$ cat src/sv/kti_pkg.sv
// ----------------------------------------------------------------------------
// kti_pkg
// Shared types and constants of the keyframe track interpolator.
// ----------------------------------------------------------------------------
`default_nettype none

package kti_pkg;

    localparam int unsigned TRACKS_DEF    = 8;
    localparam int unsigned KEYS_DEF      = 64;
    localparam int unsigned FRAC_BITS_DEF = 16;

    typedef enum logic [2:0] {
        OP_ADD    = 3'd0,
        OP_REMOVE = 3'd1,
        OP_SETV   = 3'd2,
        OP_SETM   = 3'd3,
        OP_EVAL   = 3'd4
    } t_op;

    localparam logic [1:0] MODE_CONST  = 2'd1;
    localparam logic [1:0] MODE_SMOOTH = 2'd2;

    localparam logic [1:0] ST_DONE    = 2'd0;
    localparam logic [1:0] ST_MISSING = 2'd1;
    localparam logic [1:0] ST_FULL    = 2'd2;

    typedef struct packed {
        logic [2:0]         operation;
        logic [2:0]         track_select;
        logic signed [15:0] frame;
        logic signed [31:0] key_value_in;
        logic [1:0]         interp_mode;
    } t_in;

    typedef struct packed {
        logic signed [31:0] result_value;
        logic [1:0]         status;
    } t_out;

    typedef struct packed {
        logic signed [15:0] frame;
        logic signed [31:0] value;
        logic [1:0]         mode;
    } t_entry;

    // what a cell does with its slot of the selected track
    typedef enum logic [2:0] {
        ACT_NONE,
        ACT_INSERT,
        ACT_REMOVE,
        ACT_REPLACE,
        ACT_SETV,
        ACT_SETM
    } t_act;

    typedef struct packed {
        logic ge;        // slot is not a valid key below the frame
        logic at_pos;    // first slot at or above the frame
        logic pos_valid; // at_pos and slot holds a key
        logic at_prev;   // last key below the frame
    } t_flags;

    typedef enum logic [2:0] {
        S_IDLE,
        S_LOOK,
        S_ACT,
        S_DIV,
        S_SQ,
        S_SM,
        S_MLO,
        S_MHI
    } t_state;

endpackage

`default_nettype wire

$ cat src/sv/kti_ram.sv
// ----------------------------------------------------------------------------
// kti_ram
// Generic RAM, one write port and one read port, registered read data.
// ----------------------------------------------------------------------------
`default_nettype none

module kti_ram #(
    parameter int unsigned WIDTH = 8,
    parameter int unsigned DEPTH = 8
) (
    input  wire logic                                     i_clk,
    input  wire logic                                     i_wr_en,
    input  wire logic [((DEPTH > 1) ? $clog2(DEPTH) : 1)-1:0] i_wr_addr,
    input  wire logic [WIDTH-1:0]                         i_wr_data,
    input  wire logic                                     i_rd_en,
    input  wire logic [((DEPTH > 1) ? $clog2(DEPTH) : 1)-1:0] i_rd_addr,
    output logic      [WIDTH-1:0]                         o_rd_data
);

    logic [WIDTH-1:0] r_mem [DEPTH];

    always_ff @(posedge i_clk) begin
        if (i_wr_en) begin
            r_mem[i_wr_addr] <= i_wr_data;
        end
        if (i_rd_en) begin
            o_rd_data <= r_mem[i_rd_addr];
        end
    end

endmodule

`default_nettype wire

$ cat src/sv/kti_cell.sv
// ----------------------------------------------------------------------------
// kti_cell
// One key slot of every track: slot RAM, compare against the frame, and
// the shift from its neighbors on insert and remove.
// ----------------------------------------------------------------------------
`default_nettype none

module kti_cell #(
    parameter int unsigned TRACKS = 8,
    parameter int unsigned IDX    = 0,
    parameter int unsigned CW     = 7,
    parameter int unsigned TW     = 3
) (
    input  wire logic            i_clk,
    input  wire logic            i_rd_en,
    input  wire logic [TW-1:0]   i_rd_trk,
    input  wire logic [TW-1:0]   i_wr_trk,
    input  wire logic [CW-1:0]   i_cnt,
    input  wire kti_pkg::t_act   i_act,
    input  wire kti_pkg::t_entry i_key,
    input  wire kti_pkg::t_entry i_left,
    input  wire kti_pkg::t_entry i_right,
    input  wire logic            i_ge_left,
    input  wire logic            i_ge_right,
    output kti_pkg::t_entry      o_entry,
    output kti_pkg::t_flags      o_flags
);
    import kti_pkg::*;

    t_entry c_rd;
    t_entry c_wd;
    logic   c_we;
    logic   c_valid;
    logic   c_ge;
    logic   c_at_pos;

    kti_ram #(
        .WIDTH ($bits(t_entry)),
        .DEPTH (TRACKS)
    ) u_ram (
        .i_clk     (i_clk),
        .i_wr_en   (c_we),
        .i_wr_addr (i_wr_trk),
        .i_wr_data (c_wd),
        .i_rd_en   (i_rd_en),
        .i_rd_addr (i_rd_trk),
        .o_rd_data (c_rd)
    );

    always_comb begin
        c_valid  = CW'(IDX) < i_cnt;
        c_ge     = !(c_valid && (c_rd.frame < i_key.frame));
        c_at_pos = c_ge && !i_ge_left;
        c_we     = 1'b0;
        c_wd     = i_key;
        unique case (i_act)
            ACT_INSERT: begin
                c_we = i_ge_left || c_at_pos;
                c_wd = i_ge_left ? i_left : i_key;
            end
            ACT_REMOVE: begin
                c_we = c_ge;
                c_wd = i_right;
            end
            ACT_REPLACE: begin
                c_we = c_at_pos;
            end
            ACT_SETV: begin
                c_we = c_at_pos;
                c_wd = '{frame: c_rd.frame, value: i_key.value, mode: c_rd.mode};
            end
            ACT_SETM: begin
                c_we = c_at_pos;
                c_wd = '{frame: c_rd.frame, value: c_rd.value, mode: i_key.mode};
            end
            default: begin
                c_we = 1'b0;
            end
        endcase
    end

    assign o_entry = c_rd;
    assign o_flags = '{ge: c_ge, at_pos: c_at_pos, pos_valid: c_at_pos && c_valid,
                       at_prev: !c_ge && i_ge_right};

endmodule

`default_nettype wire

$ cat config.mk
export PLATFORM = sky130hd
export DESIGN_NAME = kti_cell
export DESIGN_NICKNAME = d
export VERILOG_FILES = /design/src/sv/kti_pkg.sv /design/src/sv/kti_ram.sv /design/src/sv/kti_cell.sv
export SDC_FILE = /design/constraint.sdc
export NUM_CORES = 1
export LEC_CHECK = 0
export BUFFER_PORTS_ARGS = -buffer_cell sky130_fd_sc_hd__clkbuf_2
export CAP_MARGIN = 10
export CORE_MARGIN = 5
export CORE_UTILIZATION = 30
export CTS_CLUSTER_DIAMETER = 40
export CTS_CLUSTER_SIZE = 8
export DETAILED_ROUTE_END_ITERATION = 8
export PLACE_DENSITY_LB_ADDON = 0.15
export SLEW_MARGIN = 0
export SYNTH_ARGS = -nofsm -noshare
export SYNTH_HDL_FRONTEND = slang
export SYNTH_SLANG_ARGS = --single-unit
export TNS_END_PERCENT = 10
$ cat constraint.sdc
create_clock -name i_clk -period 12.2 [get_ports i_clk]
set_clock_uncertainty 0.05 [all_clocks]
set_input_delay 0 -clock i_clk [delete_from_list [all_inputs] [get_ports i_clk]]
set_output_delay 0 -clock i_clk [all_outputs]
set_load 0.02 [all_outputs]
Word-level counts from Yosys, hierarchy flattened
Memory sizes are Yosys's and may differ from the RTL's. A register that Yosys moved wholly into a read port is not among the register bits.
Cells that the tools add are included.
- order comparisons: 2
- eq/ne operators: 5
- muxes and demuxes: 5
- reductions and logical operators: 8
- operators by type and width (kind ; count):
    one-hot mux 50 bit (4 select lines) ; 1
    2-to-1 mux 50 bit ; 1
    less-than comparator 16 bit ; 1
    less-than comparator 1 x 7 -> 1 bit (first input constant) ; 1
    equality test 3 x 2 -> 1 bit (second input constant) ; 2
    equality test 3 bit (second input constant) ; 2
    logical AND 1 bit ; 4
    equality test 3 x 1 -> 1 bit (second input constant) ; 1
    one-hot mux 1 bit (3 select lines) ; 1
    OR reduction 3 bit ; 1
    logical NOT 1 bit ; 2
    2-to-1 mux 1 bit ; 2
    logical OR 1 bit ; 1
- flip-flop bits (word level): 0
- bits in writable memories: 400
- input port bits: 170
- output and inout port bits: 54
- logic and storage cells: 21
- memories kept: 1
- memories (name ; words ; width ; rd ports ; clocked after Yosys merged registers in ; wr ports ; line ; RTL):
    u_ram.r_mem ; 8 ; 50 ; 1 ; 1 ; 1 ; kti_ram.sv:20 ; logic [WIDTH-1:0] r_mem [DEPTH];

Longest topological paths before layout
Gate-level depths: netlist (run 1).
- depth after elaboration: 8
- mapped depth: 9
- mapped depth without buffers: 8

Cells and area by module
From an unflattened synthesis (run 1), not the netlist that was laid out.
- cell total of the unflattened synthesis: 892
- area total of the unflattened synthesis: 18494.0 um^2
- modules (own cells, without submodules) (module ; times used ; cells an instance ; area each (um^2) ; seq. area each (um^2)):
    kti_ram ; 1 ; 641 ; 16951.3 ; 13513.0
    kti_cell ; 1 ; 251 ; 1542.7 ; 0.0

Worst setup path after synthesis (run 1)
OpenSTA, ideal clock, no wires.
- path kind: register -> register
- from: reg u_ram.o_rd_data[49] (read register of u_ram.r_mem)
- to: mem u_ram.r_mem[1][0] in the netlist's numbering, enable pin
- arrival: 7.211 ns
- data required time: 11.552 ns
- slack: 4.340 ns
- cell stages (with the launch flop): 8
- period minus slack after synthesis: 7.860 ns
- path through: edfxtp_1 > ha_1 > nand4_1 > or3_1 > nor4bb_1 > a211oi_2 > a22oi_2 > nor4b_1
- cells in the longest elaborated chain, start to end: 8
- ends and longest elaborated chain (element ; line ; RTL):
    start: declaration ; kti_ram.sv:17 ; output logic [WIDTH-1:0] o_rd_data
    less-than comparator 16 bit (*) ; kti_cell.sv:52 ; c_ge = !(c_valid && (c_rd.frame < i_key.frame));
    logical AND 1 bit (*) ; kti_cell.sv:52 ;
    logical NOT 1 bit (*) ; kti_cell.sv:52 ;
    logical AND 1 bit (*) ; kti_cell.sv:53 ; c_at_pos = c_ge && !i_ge_left;
    named net c_at_pos ; kti_cell.sv:35 ; logic c_at_pos;
    logical OR 1 bit ; kti_cell.sv:58 ; c_we = i_ge_left || c_at_pos;
    one-hot mux 1 bit (3 select lines) (*) ; kti_cell.sv:56 ; unique case (i_act)
    2-to-1 mux 1 bit (*) ; kti_ram.sv:23 ; if (i_wr_en) begin
    2-to-1 mux 1 bit (implied by the code) (*) ; kti_ram.sv:24 ; r_mem[i_wr_addr] <= i_wr_data;
    end: declaration ; kti_ram.sv:20 ;
The timed path passes the listed nets; every way through them passes the cells marked *.

Worst setup path in the final report (run 1)
- from: reg u_ram.o_rd_data[49] (read register of u_ram.r_mem)
- to: mem u_ram.r_mem[6][23] in the netlist's numbering, enable pin
- cells in the longest elaborated chain, start to end: 8
- ends and longest elaborated chain (element ; line):
    less-than comparator 16 bit (*) ; kti_cell.sv:52
    logical AND 1 bit (*) ; kti_cell.sv:52
    logical NOT 1 bit (*) ; kti_cell.sv:52
    logical AND 1 bit ; kti_cell.sv:53
    logical OR 1 bit ; kti_cell.sv:58
    one-hot mux 1 bit (3 select lines) (*) ; kti_cell.sv:56
    2-to-1 mux 1 bit (*) ; kti_ram.sv:23
    2-to-1 mux 1 bit (implied by the code) (*) ; kti_ram.sv:24
Every way passes the cells marked *; elsewhere a longest branch is shown, timed or not.

==> summary.txt, run 1 <==
Run status
  • Status: complete, no violations

Setup path
  • CP delay by family, top: simple AND/OR/NAND/NOR gates
  • Crit. End Element: register
  • Startpoint types: register
  • Worst path slowest cell: and4bb_2
  • Largest stage delay on the critical path: between 800 and 900 ps
  • Critical setup path kind: register to register
  • WP data required: between 10,000 and 15,000 ps
  • Worst Path Max Fanout: 31
  • Buf/Inv on CP: 1
  • Crit path DAT: 4240 ps
  • Crit-path cells: ha_1 -> nand4_1 -> or3_1 -> nor4bb_1 -> a211oi_2 -> a22oi_2 -> and4bb_2 -> buf_4
  • Register-to-register setup slack: just over 8000 ps

Routing
  • Iter 0 DRT Violations: between 700 and 800
  • Vias: between 10,000 and 15,000
  • Final ANT Viol Nets: 0
  • DR WL/cell: between 20 and 25 µm
  • WL final: 45.3 mm
  • Post-route DRC: 0
  • Detail-routed via count per cell: between 4 and 5
  • TritonRoute pass-1 iters: 7

Finish
  • Design area: 23,200 µm²
  • Fill cells: around 5,400
  • Util after Layout: 0.386
  • Final net count: 1,441
  • Layout cells sized above 1: 0.387
  • Synthesis-to-layout area growth: 28.1%
  • Fin cells: 2,068

Yosys
  • Most frequent cell after synthesis: edfxtp_1
  • Area contributors post-synth: edfxtp_1 75%, mux4_2 12%, mux2_2 3.1%
  • Synth cell count leaders: 450 x edfxtp_1, 104 x nand2_1, 100 x mux4_2
  • Mapped Area: roughly 18,000 µm²
  • Post-Synth XOR/XNOR Area: 0.000484
  • Ys Warns: 0
  • Flops & latches, synth: 450
  • Largest area contributor in the netlist: edfxtp_1
  • Most common flop cell mapped by yosys: edfxtp_1
  • Synth cell types: 41
  • Number of flops mapped to enable cells by yosys: 450
  • Mux share of post-synthesis cell area: 0.156
  • Compound-Gate Fraction of Synth Area: 0.0368
  • Mapped Avg Cell Area: 20.2 µm²
  • Simple-gate share of the synthesized area: 0.0342
  • Synth Area in Adders: 0.0104
  • Synth top area share: 0.747
  • Synth Net Count: roughly 1,100
  • Main combinational cell family by area after synthesis: multiplexers
  • Sequential area share after synthesis: 0.747
  • Cells after synthesis: about 900
  • Async set-reset flop share out of synthesis: 0

Floorplan
  • Die Ht: ~260 µm
  • DIE WIDTH: approximately 260 µm
  • Initial Util: 0.302
  • Core area: ~60,000 µm²
  • Core Rows: 90
  • Die footprint: ~65,000 µm²
  • IO Pins: ~220

STA
  • F_max: between 0.2 and 0.25 GHz
  • Hold slack: roughly 56 ps
  • Final slew viol count: 0
  • Final Setup Violations: 0
  • Worst setup margin: ~8000 ps
  • RSZ-0062 raised after global routing: no
  • Setup TNS: 0 ps
  • Fin. Hold Viols: 0
  • Rel. slew slack: 0.258
  • Min Tclk post-route: about 4100 ps
  • Worst-Margin Slew: approximately 1100 ps
  • Part of the cycle the worst path needs: 0.335

Global route
  • Largest net degree at the start of global routing: 57
  • Vias in the first global route: about 11,000
  • Global-route wire length before repair: slightly below 70 mm
  • Antenna violations before repair: 1
  • Gr ovfl total: 0
  • Total GRT Usage: 0.136

Place
  • Port Buffer Count: 223
  • Placed insts: approximately 1,900
  • GP Congestion: slightly below 0.8
  • Final HPWL DP: 25.0 mm
  • Placed cell area: approximately 20,000 µm²
  • Pre-CTS setup slack: roughly 8000 ps

Clock network
  • CTS tree: built
  • Root buf cell: clkbuf_16
  • CTS Buffer Depth: 3
  • H-Tree Depth: 3
  • CTS Buf Count: 72
  • CTS Sinks: 450
  • Clock Pin Slew Worst Setup and Hold Paths: roughly 50 ps
  • Post-CTS Setup Bufs: 0
  • Clock Latency Late Sink: approximately 570 ps

Power and ir drop
  • PwrDens: between 150 and 200 nW/µm²
  • Leakage Power: roughly 8.2 nW
  • Final Power: approximately 3.9 mW
  • Peak VDD IR: between 90 and 100 µV

Hold path
  • Hold/Removal Path Class: primary input to register

Job
  • MaxCap Viol Count: 0
==> final cells by class <==
cell class | instances | area, µm² | share of cell area
clock buffers | 83 | 1860 | 0.0804
diodes | 1 | 2.50 | 0.000108
clock inverters | 20 | 181 | 0.00783
repair buffers | 337 | 2220 | 0.0959
inverters | 18 | 67.6 | 0.00291
well taps | 782 | 978 | 0.0422
flip-flops and latches | 450 | 13500 | 0.583
multi-input cells | 377 | 4350 | 0.188
==> kinds of logic (layout without fill, tap and decap cells) <==
family                   after synthesis  in the layout
AO/OA/AOI/OAI                         74             74
AND/OR/NAND/NOR                      136            136
adder cells (fa/ha/maj)               15             15
other                                  0              1
flip-flops                           450            450
XOR/XNOR                               1              1
buffers and inverters                 70            458
multiplexers                         151            151
==> worst min-delay path, cell delays in order <==
cell,delay (ps)
clkbuf_2,110
nand2_1,50
nand2_1,300
==> routing by layer <==
layer | wire length, µm | track usage | part of all wire | up-vias
li1 | - | - | - | 4484
met2 | 21100 | 0.215 | 0.46 | 339
met3 | 2480 | 0.0305 | 0.055 | 66
met5 | 13 | 0 | 0.00029 | -
met1 | 21000 | 0.191 | 0.46 | 5167
met4 | 772 | 0.0390 | 0.017 | 2
==> state kept, by name, indices dropped and copies added, names as in the netlist <==
signal,flops
u_ram.r_mem,400
u_ram.o_rd_data,50
==> cell usage in the layout (no fill, tap or decap), types with 2 or more instances in the layout <==
cell type / count
clkinv_2: 6
edfxtp_1: 450
bufinv_16: 3
inv_6: 4
nor2b_1: 3
a22oi_1: 2
nor2_1: 4
o21ai_0: 5
dlygate4sd3_1: 95
nor3_2: 2
nand2_1: 104
mux4_2: 100
and2_2: 2
inv_1: 18
a21oi_1: 7
nor4b_2: 3
nand4_1: 2
nor3_1: 3
mux2_2: 50
clkbuf_1: 10
clkbuf_2: 221
clkbuf_16: 73
o211ai_1: 2
and4bb_2: 2
nand2b_1: 2
buf_4: 19
clkinv_1: 7
a222oi_1: 48
buf_6: 2
ha_1: 15
==> final timing paths <==
check / startpoint / to / cells after the start
min: i_key[40] / u_ram.r_mem[1][40]$_DFFE_PP_ / 3
max reg2reg: u_ram.o_rd_data[49]$_DFFE_PP_ / u_ram.r_mem[6][23]$_DFFE_PP_ / 8
max: u_ram.o_rd_data[49]$_DFFE_PP_ / u_ram.r_mem[6][23]$_DFFE_PP_ / 8
min reg2reg: u_ram.r_mem[6][34]$_DFFE_PP_ / u_ram.o_rd_data[34]$_DFFE_PP_ / 2
==> power by group <==
part	internal (mW)	switching [mW]	total [mW]
registers	1.79	0.0164	1.81
logic	0.140	0.188	0.327
clock network	1.13	0.640	1.77
==> repair_timing <==
action / in CTS / in global routing
endpoints found under the hold margin: 376 / 0
gates resized for setup: 0 / 0
hold buffers: 95 / 0
Power figures use the tool's default switching activity.
==> inputs of run 2 (changes only) <==
==> constraint.sdc (replaced) <==
create_clock -name i_clk -period 3.35 [get_ports i_clk]
set_clock_uncertainty 0.05 [all_clocks]
set_input_delay 0 -clock i_clk [delete_from_list [all_inputs] [get_ports i_clk]]
set_output_delay 0 -clock i_clk [all_outputs]
set_load 0.02 [all_outputs]
==> run 2 against run 1 <==
First-iteration DRC count fell by 7.8%. Final cell count increased by 1.2%. Final area is 2.2% higher. Via count is the same. Routed wire length increased by 1.8%. Sequential power grew to 3.6 times the previous value. Critical path depth rose by 2. Fmax is 27% higher. Clock power increased to 3.8 times the previous value. Clock-buffer cell count rose by 7.
==> summary.txt, run 2 (synthesis gave the netlist of run 1 again) <==
Power and ir drop
  • Psw: 3.14 mW (was 0.844 mW)
  • Seq pwr share: 0.452 (was 0.463)
  • Peak VDD IR: 324 µV (was 94.4 µV)
  • PwrDens: 614 nW/µm² (was 168 nW/µm²)
  • Internal Power: 11.4 mW (was 3.06 mW)
  • Leakage Power: 8.41 nW (was 8.20 nW)
  • Clk pwr share: 0.461 (was 0.453)
  • Sw frac: 0.216 (about the same)
  • Comb pwr share: 0.087 (was 0.084)

Finish
  • N_diodes: 0 (was 1)
  • Commonest non-fill, non-tap cell in the layout: edfxtp_1 (unchanged)
  • Fill cells: 5,461 (was 5,446)
  • Synthesis-to-layout area growth: 30.9% (was 28.1%)
  • Largest Register: u_ram.r_mem (unchanged)
  • Most frequent cells in the layout: 450 x edfxtp_1, 221 x clkbuf_2, 104 x nand2_1 (unchanged)
  • Largest regs: u_ram.r_mem x400, u_ram.o_rd_data x50 (unchanged)
  • Layout cells sized above 1: 0.396 (was 0.387)
  • Final net count: 1,462 (was 1,441)
  • Max FFs per register: 400 (unchanged)

Run status
  • Status: complete, no violations (unchanged)

Floorplan
  • Core area: 60,000 µm² (unchanged)
  • Die footprint: 65,300 µm² (unchanged)
  • DIE WIDTH: 256 µm (unchanged)
  • Die Ht: 256 µm (unchanged)
  • Initial Util: 0.302 (unchanged)
  • IO Pins: 224 (unchanged)
  • Core Rows: 90 (unchanged)

Setup path
  • Buf/Inv on CP: 3 (was 1)
  • Crit. End Element: register (unchanged)
  • FF-to-FF End: u_ram.r_mem[1][31]$_DFFE_PP_ (was u_ram.r_mem[6][23]$_DFFE_PP_)
  • Register-to-register setup slack: 120 ps (was 8110 ps)
  • Largest stage delay on the critical path: 450 ps (was 870 ps)
  • WP data required: 3550 ps (was 12,350 ps)
  • Crit path DAT: 3430 ps (was 4240 ps)
  • Startpoint types: register (unchanged)
  • R2R depth: 10 (was 8)
  • Crit-path cells: ha_1 -> nand4_1 -> or3_1 -> nor4bb_1 -> a211oi_2 -> a22oi_2 -> buf_4 -> nor4b_4 -> buf_4 -> buf_12 (was ha_1 -> nand4_1 -> or3_1 -> nor4bb_1 -> a211oi_2 -> a22oi_2 -> and4bb_2 -> buf_4)
  • CP delay by family, top: simple AND/OR/NAND/NOR gates (unchanged)
  • Critical setup path kind: register to register (unchanged)
  • Worst Path Max Fanout: 25 (was 31)
  • R2R Path Start: u_ram.o_rd_data[48]$_DFFE_PP_ (was u_ram.o_rd_data[49]$_DFFE_PP_)
  • Worst path slowest cell: edfxtp_1 (was and4bb_2)
  • Cell mode on critical path: buf_4

Routing
  • Post-route DRC: 0 (unchanged)
  • WL final: 46.1 mm (was 45.3 mm)
  • Final ANT Viol Nets: 0 (unchanged)
  • TritonRoute pass-1 iters: 7 (unchanged)
  • Top Layer Used: met4 (was met5)
  • Met2 WL post-DR: 21.3 mm (was 21.1 mm)
  • Vias: 10,100 (unchanged)
  • Iter 0 DRT Violations: 733 (was 795)
  • DR WL/cell: 22.0 µm (was 21.9 µm)
  • Met1 wire length: 21.6 mm (was 21.0 mm)
  • Met3 WL post-DR: 2.46 mm (was 2.48 mm)
  • Detail-routed via count per cell: 4.81 (was 4.86)

Place
  • GP Congestion: 0.783 (was 0.777)
  • Final HPWL DP: 26.5 mm (was 25.0 mm)
  • Port Buffer Count: 223 (unchanged)
  • Pre-CTS setup slack: -91.6 ps (was 8050 ps)

Global route
  • Antenna violations before repair: 0 (was 1)
  • Vias in the first global route: 10,600 (was 10,800)
  • Gr ovfl total: 0 (unchanged)
  • Total GRT Usage: 0.137 (was 0.136)
  • Largest net degree at the start of global routing: 51 (was 57)
  • Global-route wire length before repair: 68.9 mm (was 68.5 mm)

STA
  • Part of the cycle the worst path needs: 0.964 (was 0.335)
  • Worst-Margin Slew: 962 ps (was 1110 ps)
  • Rel. slew slack: 0.359 (was 0.258)
  • F_max: 0.310 GHz (was 0.245 GHz)
  • Worst setup margin: 122 ps (was 8110 ps)
  • RSZ-0062 raised after global routing: yes (was no)
  • Min Tclk post-route: 3230 ps (was 4090 ps)
  • Hold slack: 47.3 ps (was 55.6 ps)
  • Fin. Hold Viols: 0 (unchanged)
  • Final Setup Violations: 0 (unchanged)
  • Final slew viol count: 0 (unchanged)

Clock network
  • Clock Latency Late Sink: 580 ps (was 570 ps)
  • CTS Buffer Depth: 3 (unchanged)
  • H-Tree Depth: 3 (unchanged)
  • Clock Pin Slew Worst Setup and Hold Paths: 40 ps (was 50 ps)
  • CTS Sinks: 450 (unchanged)
  • CTS tree: built (unchanged)
  • Root buf cell: clkbuf_16 (unchanged)
  • CTS Buf Count: 74 (was 72)

Job
  • MaxCap Viol Count: 0 (unchanged)

Hold path
  • Hold Path Depth: 3 (unchanged)
  • WHS Endpoint: u_ram.r_mem[4][38]$_DFFE_PP_ (was u_ram.r_mem[1][40]$_DFFE_PP_)
  • Hold/Removal Path Class: primary input to register (unchanged)
  • Worst Hold Launch: i_left[38] (was i_key[40])
==> run 2: cell count changes in the layout (fill, tap and decap cells not counted), sizes merged <==
cell,before,now
bufinv,3,2
dlygate4sd3,95,101
clkbuf,304,312
diode,1,0
inv,22,19
buf,21,33
clkinvlp,0,3
==> run 2: what timing repair did <==
item                                   in CTS  in global routing
cloned                                      0                  2
endpoints found under the hold margin     381                  0
setup endpoints to repair                 100                140
setup buffers                               4                  1
pin swaps                                   1                  1
hold buffers                              101                  0
gates resized for setup                     0                  5
==> run 2: final cells by class <==
class                   instances  area [µm²]  share of cell area
well taps                     782         978              0.0413
clock inverters                19         153             0.00644
multi-input cells             377        4420               0.187
inverters                      18        67.6             0.00285
flip-flops and latches        450       13500               0.570
repair buffers                356        2550               0.107
clock buffers                  90        2020              0.0852
==> run 2: layer usage <==
metal | global-route usage | vias up
met5 | 0 | -
met1 | 0.197 | 5143
met4 | 0.0375 | 0
li1 | - | 4531
met2 | 0.213 | 326
met3 | 0.0290 | 58
==> run 2: power by group through the flow <==
stage / logic (mW) / clock network, mW / registers (mW)
floorplan: 0.581 / 0 / 6.72
global placement: 1.13 / 0 / 6.67
detailed placement: 1.13 / 0 / 6.68
CTS: 1.29 / 6.93 / 6.58
global route: 1.38 / 7.18 / 6.59
finish: 1.26 / 6.71 / 6.58
==> run 2: worst register-to-register path, cell delays in order (launching register included) <==
cell      delay (ps)
edfxtp_1         450
ha_1             330
nand4_1          180
or3_1            390
nor4bb_1         180
a211oi_2         270
a22oi_2          180
buf_4            180
nor4b_4          250
buf_4            220
buf_12           240
==> run 2: worst max path at each step <==
| stage | depth (start not counted) | endpoint | start |
|---|---|---|---|
| finish | 10 | u_ram.r_mem[1][31]$_DFFE_PP_ | u_ram.o_rd_data[48]$_DFFE_PP_ |
| global route | 9 | u_ram.r_mem[4][22]$_DFFE_PP_ | u_ram.o_rd_data[49]$_DFFE_PP_ |
| CTS | 9 | u_ram.r_mem[1][21]$_DFFE_PP_ | u_ram.o_rd_data[49]$_DFFE_PP_ |
| detailed placement | 8 | u_ram.r_mem[3][19]$_DFFE_PP_ | u_ram.o_rd_data[48]$_DFFE_PP_ |
| global placement | 8 | u_ram.r_mem[3][8]$_DFFE_PP_ | u_ram.o_rd_data[49]$_DFFE_PP_ |
| floorplan | 7 | u_ram.r_mem[1][0]$_DFFE_PP_ | u_ram.o_rd_data[49]$_DFFE_PP_ |
==> run 2: stage by stage <==
stage	setup TNS [ps]	instance area [µm²]	cells	power, mW	utilization
2_1_floorplan	-210370	18200	897	7.30	-
3_3_place_gp	-18.1	20400	1875	7.80	0.340
3_5_place_dp	-7130	20400	1875	7.81	0.340
4_1_cts	0	23600	2089	14.8	0.394
5_1_grt	-1190	23700	2092	15.1	0.395
6_report	0	23700	2092	14.5	0.395
==> inputs of run 3 (changes only) <==
--- a/config.mk
+++ b/config.mk
@@ -12,7 +12,7 @@
 export CTS_CLUSTER_DIAMETER = 40
 export CTS_CLUSTER_SIZE = 8
 export DETAILED_ROUTE_END_ITERATION = 8
-export PLACE_DENSITY_LB_ADDON = 0.15
+export PLACE_DENSITY = 0.53
 export SLEW_MARGIN = 0
 export SYNTH_ARGS = -nofsm -noshare
 export SYNTH_HDL_FRONTEND = slang
==> run 3 against run 2 <==
The run now ends with hold timing left. First-iteration DRC count up 5.3%. Global-route usage shrank 0.40 points. Critical path depth fell by 3. Hold slack worse by 51 ps. Worst setup slack lost 93 ps. Die area stayed put. Final cell count is 0.14% higher. Largest cell class unchanged.
==> summary.txt, run 3 (synthesis gave the netlist of run 1 again) <==
Run status
  • Status: finished, violations left (was complete, no violations)
  • Failing checks: hold timing

Clock network
  • Clock Pin Slew Worst Setup and Hold Paths: 40 ps (about the same)
  • CTS Sinks: 450 (unchanged)
  • Clock Latency Late Sink: 580 ps (about the same)
  • H-Tree Depth: 3 (unchanged)
  • Root buf cell: clkbuf_16 (unchanged)
  • CTS Buffer Depth: 3 (unchanged)
  • CTS tree: built (unchanged)
  • CTS Buf Count: 75 (was 74)
  • Post-CTS Setup Bufs: 0 (was 4)

Place
  • Final HPWL DP: 26.6 mm (was 26.5 mm)
  • Port Buffer Count: 223 (unchanged)
  • GP Congestion: 0.782 (was 0.783)
  • Placed insts: 1,892 (was 1,875)

Routing
  • WL final: 44.4 mm (was 46.1 mm)
  • Final ANT Viol Nets: 0 (unchanged)
  • TritonRoute pass-1 iters: 8 (was 7)
  • Detail-routed via count per cell: 4.82 (was 4.81)
  • Vias: 10,100 (about the same)
  • Post-route DRC: 0 (unchanged)
  • DR WL/cell: 21.2 µm (was 22.0 µm)
  • Iter 0 DRT Violations: 772 (was 733)

Setup path
  • Crit path DAT: 3460 ps (was 3430 ps)
  • Crit. Startpoint: u_ram.o_rd_data[49]$_DFFE_PP_ (was u_ram.o_rd_data[48]$_DFFE_PP_)
  • WP data required: 3490 ps (was 3550 ps)
  • Crit-path cells: ha_4 -> nand4_1 -> or3_4 -> nor4bb_1 -> a211oi_2 -> a22oi_2 -> and4bb_4 (was ha_1 -> nand4_1 -> or3_1 -> nor4bb_1 -> a211oi_2 -> a22oi_2 -> buf_4 -> nor4b_4 -> buf_4 -> buf_12)
  • Startpoint types: register (unchanged)
  • Crit. End Element: register (unchanged)
  • Register-to-register setup slack: 30 ps (was 120 ps)
  • Worst Path Max Fanout: 50 (was 25)
  • FF-to-FF End: u_ram.r_mem[6][22]$_DFFE_PP_ (was u_ram.r_mem[1][31]$_DFFE_PP_)
  • R2R Path Start: u_ram.o_rd_data[49]$_DFFE_PP_ (was u_ram.o_rd_data[48]$_DFFE_PP_)
  • R2R depth: 7 (was 10)
  • Worst Setup EP: u_ram.r_mem[6][22]$_DFFE_PP_ (was u_ram.r_mem[1][31]$_DFFE_PP_)
  • Largest stage delay on the critical path: 990 ps (was 450 ps)
  • Critical setup path kind: register to register (unchanged)
  • Worst path slowest cell: and4bb_4 (was edfxtp_1)

Hold path
  • Worst Hold Launch: i_right[44] (was i_left[38])
  • Hold/Removal Path Class: primary input to register (unchanged)

Floorplan
  • Core area: 60,000 µm² (unchanged)
  • Die Ht: 256 µm (unchanged)
  • Die footprint: 65,300 µm² (unchanged)
  • IO Pins: 224 (unchanged)
  • DIE WIDTH: 256 µm (unchanged)
  • Core Rows: 90 (unchanged)
  • Initial Util: 0.302 (unchanged)

Power and ir drop
  • Leakage Power: 8.45 nW (was 8.41 nW)
  • PwrDens: 615 nW/µm² (was 614 nW/µm²)
  • Final Power: 14.6 mW (was 14.5 mW)
  • Peak VDD IR: 311 µV (was 324 µV)

STA
  • Rel. slew slack: 0.304 (was 0.359)
  • Part of the cycle the worst path needs: 0.991 (was 0.964)
  • Hold slack: -3.73 ps (was 47.3 ps)
  • F_max: 0.301 GHz (was 0.310 GHz)
  • Min Tclk post-route: 3320 ps (was 3230 ps)
  • Final slew viol count: 0 (unchanged)
  • Fin. Hold Viols: 1 (was 0)
  • RSZ-0062 raised after global routing: yes (unchanged)
  • Final Setup Violations: 0 (unchanged)
  • Worst-Margin Slew: 1040 ps (was 962 ps)

Global route
  • Vias in the first global route: 11,100 (was 10,600)
  • Gr ovfl total: 0 (unchanged)
  • Antenna violations before repair: 2 (was 0)
  • Global-route wire length before repair: 67.0 mm (was 68.9 mm)
  • Total GRT Usage: 0.133 (was 0.137)
  • Largest net degree at the start of global routing: 51 (unchanged)

Finish
  • Most frequent cells in the layout: 450 x edfxtp_1, 221 x clkbuf_2, 104 x nand2_1 (unchanged)
  • Synthesis-to-layout area growth: 31.0% (was 30.9%)
  • N_diodes: 0 (unchanged)
  • Max FFs per register: 400 (unchanged)
  • Commonest non-fill, non-tap cell in the layout: edfxtp_1 (unchanged)
  • Layout cells sized above 1: 0.407 (was 0.396)
  • Largest Register: u_ram.r_mem (unchanged)
  • Largest regs: u_ram.r_mem x400, u_ram.o_rd_data x50 (unchanged)
  • Fin cells: 2,095 (was 2,092)
  • Final net count: 1,466 (was 1,462)

Job
  • MaxCap Viol Count: 0 (unchanged)
run 3: changes by cell type in the layout (fill, tap and decap cells not counted), sizes merged:
cell,before,now
buf,33,44
inv,19,21
clkinv,13,21
bufinv,2,3
clkbuf,312,303
dlygate4sd3,101,94
clkinvlp,3,0
run 3: final cells by class:
cell class	count	area, µm²
tap	782	978
inverter	18	67.6
clock buffer	82	1950
multi-input combinational	377	4440
fill	5393	36300
clock inverter	27	249
sequential	450	13500
timing repair buffer	359	2520
run 3: stage by stage:
| step | instance area (µm²) | TNS (ps) | utilization | hold WS (ps) | setup WS (ps) |
|---|---|---|---|---|---|
| after global routing | 23700 | -12570 | 0.395 | 48.9 | -142 |
| after floorplan | 18200 | -210370 | - | 38.7 | -877 |
| after detailed placement | 20600 | -5250 | 0.343 | 246 | -62.9 |
| after global placement | 20600 | -22.5 | 0.343 | 245 | -3.03 |
| after CTS | 23700 | -1930 | 0.395 | 1.53 | -28.5 |
| final | 23700 | 0 | 0.395 | -3.73 | 28.7 |
run 3: worst max-delay path: cells and delay by family, from the launching register on:
kind            cells  cell delay, ps
fa+ha+maj           1             290
flops               1             420
compound gates      2             420
simple gates        4            1730
run 3: timing repair:
action,4_1_cts,5_1_grt
pin swaps,2,2
endpoints found under the hold margin,384,0
gates resized for setup,1,1
setup endpoints to repair,100,100
hold buffers,94,0
run 3: layer usage:
layer,GRT usage,share of wire
met4,0.0325,0.017
met2,0.212,0.47
met3,0.0322,0.052
met5,0,0.00027
met1,0.186,0.47
run 3: power breakdown:
part	total (mW)	switching (mW)	internal (mW)
clock	6.75	2.42	4.33
sequential	6.58	0.0566	6.52
combinational	1.25	0.700	0.550
run 3: worst min path at each step:
stage / to / slack (ps) / cells past startpoint
finish: u_ram.r_mem[0][44]$_DFFE_PP_ / -4 / 3
global route: u_ram.r_mem[4][35]$_DFFE_PP_ / 50 / 3
CTS: u_ram.r_mem[1][44]$_DFFE_PP_ / 2 / 3
detailed placement: o_flags[0] / 250 / 4
global placement: o_flags[0] / 240 / 4
floorplan: o_flags[1] / 40 / 1
